<file path="config.mk">
export PLATFORM = sky130hd
export DESIGN_NAME = packbits_run_decoder_core_flat
export DESIGN_NICKNAME = d
export VERILOG_FILES = /design/src/rtl/pbrd_pkg.sv /design/src/rtl/pbrd_if.sv /design/src/rtl/pbrd_step.sv /design/src/rtl/packbits_run_decoder_core.sv /design/src/flat_wrapper.sv
export SDC_FILE = /design/constraint.sdc
export NUM_CORES = 1
export LEC_CHECK = 0
export BUFFER_PORTS_ARGS = -buffer_cell sky130_fd_sc_hd__buf_2
export CAP_MARGIN = 20
export CORE_MARGIN = 5
export CORE_UTILIZATION = 41
export DETAILED_ROUTE_END_ITERATION = 6
export PLACE_DENSITY = 0.64
export SLEW_MARGIN = 20
export SYNTH_ARGS = -nofsm -noshare
export SYNTH_HDL_FRONTEND = slang
export SYNTH_SLANG_ARGS = --single-unit
</file>
<file path="constraint.sdc">
create_clock -name i_clk -period 13 [get_ports i_clk]
set_input_delay 0 -clock i_clk [delete_from_list [all_inputs] [get_ports i_clk]]
set_output_delay 0 -clock i_clk [all_outputs]
set_load 0.005 [all_outputs]
</file>
<file path="src/rtl/pbrd_pkg.sv">
// pbrd_pkg: shared types and constants of the packbits run decoder
// no dependencies; used by the interfaces, pbrd_step and the top level

package pbrd_pkg;

    localparam int unsigned BYTE_W   = 8;
    localparam int unsigned LEN_W    = 8;
    localparam int unsigned COUNT_W  = 25;

    localparam logic [BYTE_W-1:0]  HDR_END       = 8'd128;
    localparam logic [8:0]         REPEAT_BASE   = 9'd257;
    localparam logic [COUNT_W-1:0] LIMIT_DEFAULT = 25'd65536;

    typedef enum logic [1:0] {
        MODE_HEADER  = 2'd0,
        MODE_LITERAL = 2'd1,
        MODE_VALUE   = 2'd2,
        MODE_STOPPED = 2'd3
    } t_mode;

    typedef enum logic [1:0] {
        END_MARKER    = 2'd0,
        END_REFUSED   = 2'd1,
        END_FILLED    = 2'd2,
        END_EXHAUSTED = 2'd3
    } t_reason;

    typedef struct packed {
        t_mode              mode;
        logic [LEN_W-1:0]   literal_left;
        logic [LEN_W-1:0]   repeat_count;
        logic [COUNT_W-1:0] produced;
    } t_state;

    typedef struct packed {
        logic [BYTE_W-1:0] data_byte;
        logic              segment_start;
        logic              last_byte;
    } t_in;

    typedef struct packed {
        logic [BYTE_W-1:0]  run_byte;
        logic [LEN_W-1:0]   run_length;
        logic               done_res;
        t_reason            end_reason;
        logic [COUNT_W-1:0] total_bytes;
    } t_res;

endpackage

</file>
<file path="src/rtl/pbrd_if.sv">
// pbrd channel interfaces: compressed byte input, run output, limit write
// depends on pbrd_pkg for field widths

interface pbrd_in_if;
    logic                          valid;
    logic                          ready;
    logic [pbrd_pkg::BYTE_W-1:0]   data_byte;
    logic                          segment_start;
    logic                          last_byte;

    modport source (output valid, data_byte, segment_start, last_byte, input ready);
    modport sink   (input valid, data_byte, segment_start, last_byte, output ready);
endinterface

interface pbrd_out_if;
    logic                          valid;
    logic                          ready;
    logic [pbrd_pkg::BYTE_W-1:0]   run_byte;
    logic [pbrd_pkg::LEN_W-1:0]    run_length;
    logic                          done_res;
    logic [1:0]                    end_reason;
    logic [pbrd_pkg::COUNT_W-1:0]  total_bytes;

    modport source (output valid, run_byte, run_length, done_res, end_reason, total_bytes,
                    input ready);
    modport sink   (input valid, run_byte, run_length, done_res, end_reason, total_bytes,
                    output ready);
endinterface

interface pbrd_cfg_if;
    logic                          valid;
    logic                          ready;
    logic [pbrd_pkg::COUNT_W-1:0]  output_limit;

    modport source (output valid, output_limit, input ready);
    modport sink   (input valid, output_limit, output ready);
endinterface

</file>
<file path="src/rtl/pbrd_step.sv">
// pbrd_step: decodes one compressed byte against the current segment state
// combinational; depends on pbrd_pkg

module pbrd_step (
    input  pbrd_pkg::t_state                i_state,
    input  logic [pbrd_pkg::COUNT_W-1:0]    i_limit,
    input  pbrd_pkg::t_in                   i_word,
    output pbrd_pkg::t_state                o_state,
    output logic                            o_emit,
    output pbrd_pkg::t_res                  o_res
);

    pbrd_pkg::t_state                st;
    logic [pbrd_pkg::LEN_W-1:0]      count;
    logic [pbrd_pkg::COUNT_W:0]      sum_hdr;
    logic [pbrd_pkg::COUNT_W:0]      sum_run;
    logic [pbrd_pkg::LEN_W-1:0]      run_len;
    logic                            have_run;
    logic                            done;
    logic                            stopped;
    pbrd_pkg::t_reason               reason;

    always_comb begin
        st = i_state;
        if (i_word.segment_start) begin
            st.mode         = pbrd_pkg::MODE_HEADER;
            st.literal_left = '0;
            st.repeat_count = '0;
            st.produced     = '0;
        end
    end

    // run length announced by a header byte
    always_comb begin
        logic [8:0] rep;
        rep = pbrd_pkg::REPEAT_BASE - {1'b0, i_word.data_byte};
        if (i_word.data_byte < pbrd_pkg::HDR_END) begin
            count = i_word.data_byte + 8'd1;
        end else begin
            count = rep[pbrd_pkg::LEN_W-1:0];
        end
    end

    assign sum_hdr = {1'b0, st.produced} + {{(pbrd_pkg::COUNT_W+1-pbrd_pkg::LEN_W){1'b0}}, count};
    assign run_len = (st.mode == pbrd_pkg::MODE_LITERAL) ? 8'd1 : st.repeat_count;
    assign sum_run = {1'b0, st.produced}
                   + {{(pbrd_pkg::COUNT_W+1-pbrd_pkg::LEN_W){1'b0}}, run_len};

    always_comb begin
        o_state  = st;
        have_run = 1'b0;
        done     = 1'b0;
        stopped  = 1'b0;
        reason   = pbrd_pkg::END_MARKER;
        unique case (st.mode)
            pbrd_pkg::MODE_HEADER: begin
                if (st.produced >= i_limit) begin
                    done   = 1'b1;
                    reason = pbrd_pkg::END_FILLED;
                end else if (i_word.data_byte == pbrd_pkg::HDR_END) begin
                    done   = 1'b1;
                    reason = pbrd_pkg::END_MARKER;
                end else if (sum_hdr > {1'b0, i_limit}) begin
                    done   = 1'b1;
                    reason = pbrd_pkg::END_REFUSED;
                end else if (i_word.data_byte < pbrd_pkg::HDR_END) begin
                    o_state.literal_left = count;
                    o_state.mode         = pbrd_pkg::MODE_LITERAL;
                end else begin
                    o_state.repeat_count = count;
                    o_state.mode         = pbrd_pkg::MODE_VALUE;
                end
            end
            pbrd_pkg::MODE_LITERAL: begin
                have_run         = 1'b1;
                o_state.produced = sum_run[pbrd_pkg::COUNT_W-1:0];
                if (st.literal_left <= 8'd1) begin
                    o_state.literal_left = '0;
                    o_state.mode         = pbrd_pkg::MODE_HEADER;
                end else begin
                    o_state.literal_left = st.literal_left - 8'd1;
                end
            end
            pbrd_pkg::MODE_VALUE: begin
                have_run             = 1'b1;
                o_state.produced     = sum_run[pbrd_pkg::COUNT_W-1:0];
                o_state.repeat_count = '0;
                o_state.mode         = pbrd_pkg::MODE_HEADER;
            end
            pbrd_pkg::MODE_STOPPED: begin
                stopped = 1'b1;
            end
            default: begin
                stopped = 1'b1;
            end
        endcase

        // filled limit outranks input exhausted
        if (have_run && (o_state.produced >= i_limit)) begin
            done   = 1'b1;
            reason = pbrd_pkg::END_FILLED;
        end
        if (!stopped && !done && i_word.last_byte) begin
            done   = 1'b1;
            reason = pbrd_pkg::END_EXHAUSTED;
        end
        if (done) begin
            o_state.mode         = pbrd_pkg::MODE_STOPPED;
            o_state.literal_left = '0;
            o_state.repeat_count = '0;
        end
    end

    assign o_emit           = have_run || done;
    assign o_res.run_byte   = have_run ? i_word.data_byte : '0;
    assign o_res.run_length = have_run ? run_len : '0;
    assign o_res.done_res   = done;
    assign o_res.end_reason = reason;
    assign o_res.total_bytes = o_state.produced;

endmodule

</file>
<file path="src/rtl/packbits_run_decoder_core.sv">
// packbits_run_decoder_core: top level; depends on pbrd_pkg, pbrd_if, pbrd_step
// an accepted word is held in the input register; any run it yields goes on to
// the output register. throughput: one compressed byte per cycle unless the
// output stalls; decode is combinational in pbrd_step, between the two registers
// reset: synchronous active-low; clears valids, decode state, limit to 65536

module packbits_run_decoder_core (
    input  logic              i_clk,
    input  logic              i_rst_n,
    pbrd_in_if.sink           i_in,
    pbrd_cfg_if.sink          i_cfg,
    pbrd_out_if.source        o_out
);

    logic                           r_s1_valid;
    pbrd_pkg::t_in                  r_s1;
    pbrd_pkg::t_state               r_state;
    logic [pbrd_pkg::COUNT_W-1:0]   r_limit;
    logic                           r_out_valid;
    pbrd_pkg::t_res                 r_out;

    pbrd_pkg::t_state               n_state;
    pbrd_pkg::t_res                 n_out;
    logic                           step_emit;
    logic                           s2_take;
    logic                           s1_load;

    // the stage-1 word retires when the output register is free or draining
    assign s2_take = r_s1_valid && (!r_out_valid || o_out.ready);
    assign s1_load = !r_s1_valid || s2_take;

    assign i_in.ready  = s1_load;
    assign i_cfg.ready = 1'b1;

    pbrd_step u_step (
        .i_state (r_state),
        .i_limit (r_limit),
        .i_word  (r_s1),
        .o_state (n_state),
        .o_emit  (step_emit),
        .o_res   (n_out)
    );

    always_ff @(posedge i_clk) begin
        if (!i_rst_n) begin
            r_s1_valid           <= 1'b0;
            r_out_valid          <= 1'b0;
            r_limit              <= pbrd_pkg::LIMIT_DEFAULT;
            r_state.mode         <= pbrd_pkg::MODE_HEADER;
            r_state.literal_left <= '0;
            r_state.repeat_count <= '0;
            r_state.produced     <= '0;
        end else begin
            if (i_cfg.valid) begin
                r_limit <= i_cfg.output_limit;
            end
            if (s1_load) begin
                r_s1_valid <= i_in.valid;
            end
            if (s2_take) begin
                r_state     <= n_state;
                r_out_valid <= step_emit;
            end else if (o_out.ready) begin
                r_out_valid <= 1'b0;
            end
        end
    end

    always_ff @(posedge i_clk) begin
        if (s1_load && i_in.valid) begin
            r_s1.data_byte     <= i_in.data_byte;
            r_s1.segment_start <= i_in.segment_start;
            r_s1.last_byte     <= i_in.last_byte;
        end
        if (s2_take && step_emit) begin
            r_out <= n_out;
        end
    end

    assign o_out.valid       = r_out_valid;
    assign o_out.run_byte    = r_out.run_byte;
    assign o_out.run_length  = r_out.run_length;
    assign o_out.done_res    = r_out.done_res;
    assign o_out.end_reason  = r_out.end_reason;
    assign o_out.total_bytes = r_out.total_bytes;

endmodule
</file>
<file path="src/flat_wrapper.sv">
// flat-port wrapper written by rule: the top's interface ports become plain ports
module packbits_run_decoder_core_flat 
  (i_clk, i_rst_n, i_in_valid, i_in_data_byte, i_in_segment_start, i_in_last_byte, i_in_ready, i_cfg_valid, i_cfg_output_limit, i_cfg_ready, o_out_valid, o_out_run_byte, o_out_run_length, o_out_done_res, o_out_end_reason, o_out_total_bytes, o_out_ready);
  pbrd_in_if i_in_i ();
  pbrd_cfg_if i_cfg_i ();
  pbrd_out_if o_out_i ();
  input  logic i_clk;
  input  logic i_rst_n;
  input wire logic [$bits(i_in_i.valid)-1:0] i_in_valid;
  input wire logic [$bits(i_in_i.data_byte)-1:0] i_in_data_byte;
  input wire logic [$bits(i_in_i.segment_start)-1:0] i_in_segment_start;
  input wire logic [$bits(i_in_i.last_byte)-1:0] i_in_last_byte;
  output wire logic [$bits(i_in_i.ready)-1:0] i_in_ready;
  input wire logic [$bits(i_cfg_i.valid)-1:0] i_cfg_valid;
  input wire logic [$bits(i_cfg_i.output_limit)-1:0] i_cfg_output_limit;
  output wire logic [$bits(i_cfg_i.ready)-1:0] i_cfg_ready;
  output wire logic [$bits(o_out_i.valid)-1:0] o_out_valid;
  output wire logic [$bits(o_out_i.run_byte)-1:0] o_out_run_byte;
  output wire logic [$bits(o_out_i.run_length)-1:0] o_out_run_length;
  output wire logic [$bits(o_out_i.done_res)-1:0] o_out_done_res;
  output wire logic [$bits(o_out_i.end_reason)-1:0] o_out_end_reason;
  output wire logic [$bits(o_out_i.total_bytes)-1:0] o_out_total_bytes;
  input wire logic [$bits(o_out_i.ready)-1:0] o_out_ready;
  assign i_in_i.valid = i_in_valid;
  assign i_in_i.data_byte = i_in_data_byte;
  assign i_in_i.segment_start = i_in_segment_start;
  assign i_in_i.last_byte = i_in_last_byte;
  assign i_in_ready = i_in_i.ready;
  assign i_cfg_i.valid = i_cfg_valid;
  assign i_cfg_i.output_limit = i_cfg_output_limit;
  assign i_cfg_ready = i_cfg_i.ready;
  assign o_out_valid = o_out_i.valid;
  assign o_out_run_byte = o_out_i.run_byte;
  assign o_out_run_length = o_out_i.run_length;
  assign o_out_done_res = o_out_i.done_res;
  assign o_out_end_reason = o_out_i.end_reason;
  assign o_out_total_bytes = o_out_i.total_bytes;
  assign o_out_i.ready = o_out_ready;
  packbits_run_decoder_core u_core (.i_clk(i_clk), .i_rst_n(i_rst_n), .i_in(i_in_i), .i_cfg(i_cfg_i), .o_out(o_out_i));
endmodule
</file>
-- After elaboration in Yosys (flattened, before gate mapping)
Index checks and enable logic that the tools add are counted.
Widths: inputs -> output; s select.
- register bits after elaboration: 124
- bits of input ports: 40
- output and inout bits: 47
- logic and storage cells: 78
- $add $sub $neg: 5
- order comparisons: 5
- equal/unequal tests: 4
- multiplexer cells: 31
- reductions and logical operators: 17
- operators with widths (kind ; count):
    $mux 18 ; 4
    $ge 25x25->1 ; 2
    $mux 43 ; 1
    $mux 8 ; 5
    $pmux 8 s2 ; 2
    $add 25x8->26 ; 1
    $gt 26x25->1 ; 1
    $add 25x8->25 ; 1
    $mux 25 ; 1
    $mux 1 ; 13
    $add 8x1->8 const B ; 1
    $eq 8x8->1 const B ; 1
    $le 8x1->1 const B ; 1
    $lt 8x8->1 const B ; 1
    $mux 2 ; 4
    $sub 1x8->8 const A ; 1
    $sub 8x1->8 const B ; 1
    $logic_and 1x1->1 ; 6
    $pmux 2 s3 ; 1
    $eq 2x2->1 const B ; 2
    $logic_not 1->1 ; 4
    $reduce_or 2->1 ; 2
    $logic_or 1x1->1 ; 3
    $eq 2x1->1 const B ; 1
    other kinds (2) ; 2

-- Depth between registers and ports, before layout
- depth in word-level cells: 15
- mapped depth: 29
- gate-level depth less buffers: 26

-- Cells and area by module
From an unflattened synthesis, not the netlist that was laid out.
- cells, all modules: 1034
- area, all modules: 9192.6 µm²
- by module, submodules not included (module ; times used ; cells an instance ; area an instance (µm²) ; sequential area each (µm²)):
    pbrd_step ; 1 ; 699 ; 4807.1 ; 0.0
    packbits_run_decoder_core ; 1 ; 335 ; 4385.5 ; 3022.9

-- Least setup slack after synthesis
Ideal clock, no wire load.
- kind: register to register
- from: reg u_core.r_s1[1] (netlist name)
- to: reg u_core.r_out (netlist bit u_core.o_out.done_res) (enable)
- library setup time: 0.404 ns
- data arrival time: 5.821 ns
- data required time: 12.596 ns
- slack: 6.774 ns
- cell stages (with the launch flop): 27
- path buffers: 4
- period minus slack after synthesis: 6.226 ns
- cell sequence: edfxtp_1 -> buf_2 -> inv_1 -> nand2_1 -> ha_1 -> nor2_1 -> clkbuf_1 -> nand2_1 -> fa_1 -> nor2b_1 -> o21ai_0 -> a21boi_1 -> o21ai_0 -> a21oi_1 -> and3b_1 -> clkbuf_1 -> nand4_1 -> xnor2_1 -> ha_1 -> and4_1 -> nand2_1 -> nor4_1 -> a21oi_1 -> a31o_2 -> nand3b_4 -> buf_4 -> o21a_1
- RTL lines (what ; RTL line ; source):
    start, declared ; packbits_run_decoder_core.sv:16 ; pbrd_pkg::t_in r_s1;
    end signal, assigned ; packbits_run_decoder_core.sv:76 ; r_out <= n_out;
    end, declared ; packbits_run_decoder_core.sv:20 ; pbrd_pkg::t_res r_out;

==> flow_summary.ini <==
[synthesis]
synth.ff_latch_count = 124
synth_edf_count = 54
ys.flop_type = dfxtp_1
synth_seq_area_share_pct = 35.2
syn_inst = 940
yosys_warnings = 0
synth_area_sq_mm = 0.00859
avgSynthCellArea_sq_um = 9.14
async_reset_ff_share_pct = 0
synth.net_count = 1082
ys_types = 75

[place]
place_ws_ns = 5.60
placedCellCount = 1268
portBuffers = 85
gp_congestion = 0.901
hpwl_microns = 16600

[sta]
worst_slack_ns = 5.55
fin_crit_ns = 7.45
finalHoldViolCount = 0
whs_ns = 0.0666
tightest_slew_ns = 1.01
fmax_mhz = 134
maxSlewViolCount = 0
rsz0062_at_grt = false
finalCritPeriodShare_pct = 57.3
clock_skew_ns = 0.0109
setup-tns-final_ns = 0
max-slew-margin-rel_pct = 32.3
setup_viol_count_final = 0

[power_and_ir_drop]
p_leak_nw = 4.52
ir_drop_mv = 0.0793
power_mw = 1.14
p_per_area_mw_per_mm2 = 112

[clock_tree]
cts_max_level = 4
postCtsSetupBuffers = 0
clk_pin_slew_ns = 0.06
cts-buffers-inserted = 17
ctsResizeCount = 0
cts.sink_count = 124
cts_root_buf = clkbuf_16
cts_tree = yes
cts_buffer_depth = 2
clock_latency_ns = 0.43

[setup_path]
cp_max_fo = 41
cp.arrival_ns = 7.53
worstSetupPathType = reg2reg
required_ns = 13.09
worstSetupStartpointType = flip-flop
worstSetupEndpointType = flip-flop

[route]
vias = 7151
drt-wirelength-per-cell_microns = 17.1
ant_nets = 0
routed_wl_microns = 22900
vias_per_cell = 5.34
drt_iter0_drc = 598
drcViolationCount = 0
first_pass_iters = 5

[cells_and_area]
final_cells = 1338
nets = 1192
drive_above_1_share_pct = 14.8
area_growth_pct = 19.2
mostFrequentLayoutCells = ha_1 (100), nor2_1 (93), buf_2 (85)
mostFrequentLayoutCell = ha_1
antenna_cells = 0

[global_routing]
grt_max_degree = 51
antenna_found_initial = 0
grt_overflow = 0
track_usage_pct = 19.6
grt_pass1_wl_microns = 37500
grt_pass1_vias = 6988

[floorplan]
io_pins = 87
die_area_sq_mm = 0.0239
start_util_pct = 41.2
core_region_area_sq_mm = 0.0208
die_w_microns = 155
row_count = 53
die_y_microns = 155

[run]
drv_cap = 0

[outcome]
status = complete, no violations

[hold_path]
min-delay-path-class = in2reg
## cells by family (layout without fill, tap and decap cells)
group	count (synthesis)	in the layout	share of synthesized area, %
and+or+nand+nor	339	339	20.4
buffers and inverters	100	223	4.53
muxes	43	43	5.16
other	1	1	0.0437
DFF	124	124	35.2
adders and majority gates	102	102	15.0
xor gates and xnor gates	53	53	5.40
AOI/OAI and AO/OA	178	178	14.2
## synthesized netlist by cell type (3+ instances only)
| library cell | count | share of area, % |
|---|---|---|
| dfxtp_1 | 70 | 16 |
| nor2_1 | 93 | 4.1 |
| nand2_1 | 67 | 2.9 |
| xnor2_1 | 35 | 3.6 |
| o21ai_1 | 5 | 0.29 |
| nor2b_1 | 37 | 2.7 |
| nor4_1 | 7 | 0.51 |
| mux2i_1 | 33 | 3.8 |
| o211ai_1 | 7 | 0.61 |
| and3_1 | 15 | 1.1 |
| buf_1 | 6 | 0.26 |
| o221ai_1 | 4 | 0.41 |
| o211a_1 | 3 | 0.35 |
| nand4_1 | 17 | 1.2 |
| mux2_1 | 3 | 0.39 |
| and4_1 | 8 | 0.82 |
| a21o_1 | 13 | 1.1 |
| a211oi_1 | 3 | 0.26 |
| edfxtp_1 | 54 | 19 |
| buf_2 | 5 | 0.29 |
| a21oi_1 | 54 | 3.1 |
| nand3_1 | 25 | 1.5 |
| nand2b_1 | 10 | 0.73 |
| inv_1 | 61 | 2.7 |
| mux2_2 | 7 | 0.92 |
| o31ai_1 | 3 | 0.26 |
| xor2_1 | 18 | 1.8 |
| nor3_1 | 24 | 1.4 |
| and2_1 | 16 | 1.2 |
| o21ai_0 | 35 | 2.0 |
| clkbuf_1 | 26 | 1.1 |
| o22ai_1 | 6 | 0.44 |
| a31oi_1 | 7 | 0.51 |
| o21a_1 | 6 | 0.52 |
| ha_1 | 100 | 15 |
| a2111oi_2 | 5 | 0.87 |
## routing by layer
layer	up-vias	routed length (microns)	track usage (%)
met4	0	423	5.85
met3	35	1070	3.39
met1	3331	10800	27.1
li1	3589	-	-
met5	-	0	0
met2	196	10600	31.5
## where the power goes
part / switching (mW) / internal (mW)
logic: 0.121 / 0.0869
clock network: 0.187 / 0.301
registers: 0.0155 / 0.432
## cell type report
cell class	count	area, sq um
clock buffer	17	425
clock inverter	15	174
inverter	61	229
fill	1976	10600
tap	275	344
sequential	124	3020
timing repair buffer	130	858
multi-input combinational	716	5180
## sequential cells by signal, indices dropped and copies added (netlist names)
register / count
u_core.o_out.run_byte: 8
u_core.o_out.end_reason: 2
u_core.r_s1_valid: 1
u_core.o_out.valid: 1
u_core.r_s1: 10
u_core.o_out.done_res: 1
u_core.r_limit: 25
u_core.o_out.total_bytes: 25
u_core.o_out.run_length: 8
u_core.r_state: 43
## worst paths after layout
kind / from / endpoint / slack (ns) / cells past startpoint
setup / recovery: u_core.r_s1[1]$_DFFE_PP_ / u_core.o_out.total_bytes[7]$_DFFE_PP_ / 5.55 / 26
hold / removal: i_rst_n / u_core.r_limit[16]$_SDFFE_PN1P_ / 0.07 / 2
setup reg to reg: u_core.r_s1[1]$_DFFE_PP_ / u_core.o_out.total_bytes[7]$_DFFE_PP_ / 5.55 / 26
hold reg to reg: u_core.r_state[5]$_SDFFE_PN0P_ / u_core.r_state[5]$_SDFFE_PN0P_ / 0.45 / 2
## stage by stage
step | instance area (sq um) | utilization [%]
floorplan | 8590 | -
global placement | 9250 | 44.4
detailed placement | 9250 | 44.4
CTS | 10200 | 49.1
global route | 10200 | 49.1
finish | 10200 | 49.1
## what timing repair did
action | CTS | global route
hold buffers | 38 | 0
endpoints found under the hold margin | 37 | 0
setup endpoints to repair | 0 | 0
## worst max-delay path, stage by stage, from the launching register on
cell and delay, ns:
edfxtp_1 0.32, buf_4 0.41, inv_1 0.41, nand2_1 0.25, inv_1 0.10, ha_1 0.26
nor2_1 0.41, nand2_1 0.19, inv_1 0.09, ha_1 0.22, a21o_1 0.17, a21o_1 0.21
a2111oi_0 0.49, or4_1 0.21, nand3_1 0.37, nand3_1 0.26, xnor2_1 0.13, ha_1 0.33
nand4_1 0.12, nor2_1 0.10, nand3_1 0.12, nor4_1 0.35, a21oi_1 0.15, a31o_2 0.28
nand3b_4 0.19, o21a_2 0.49, buf_4 0.42
(Power assumes the default switching activity.)
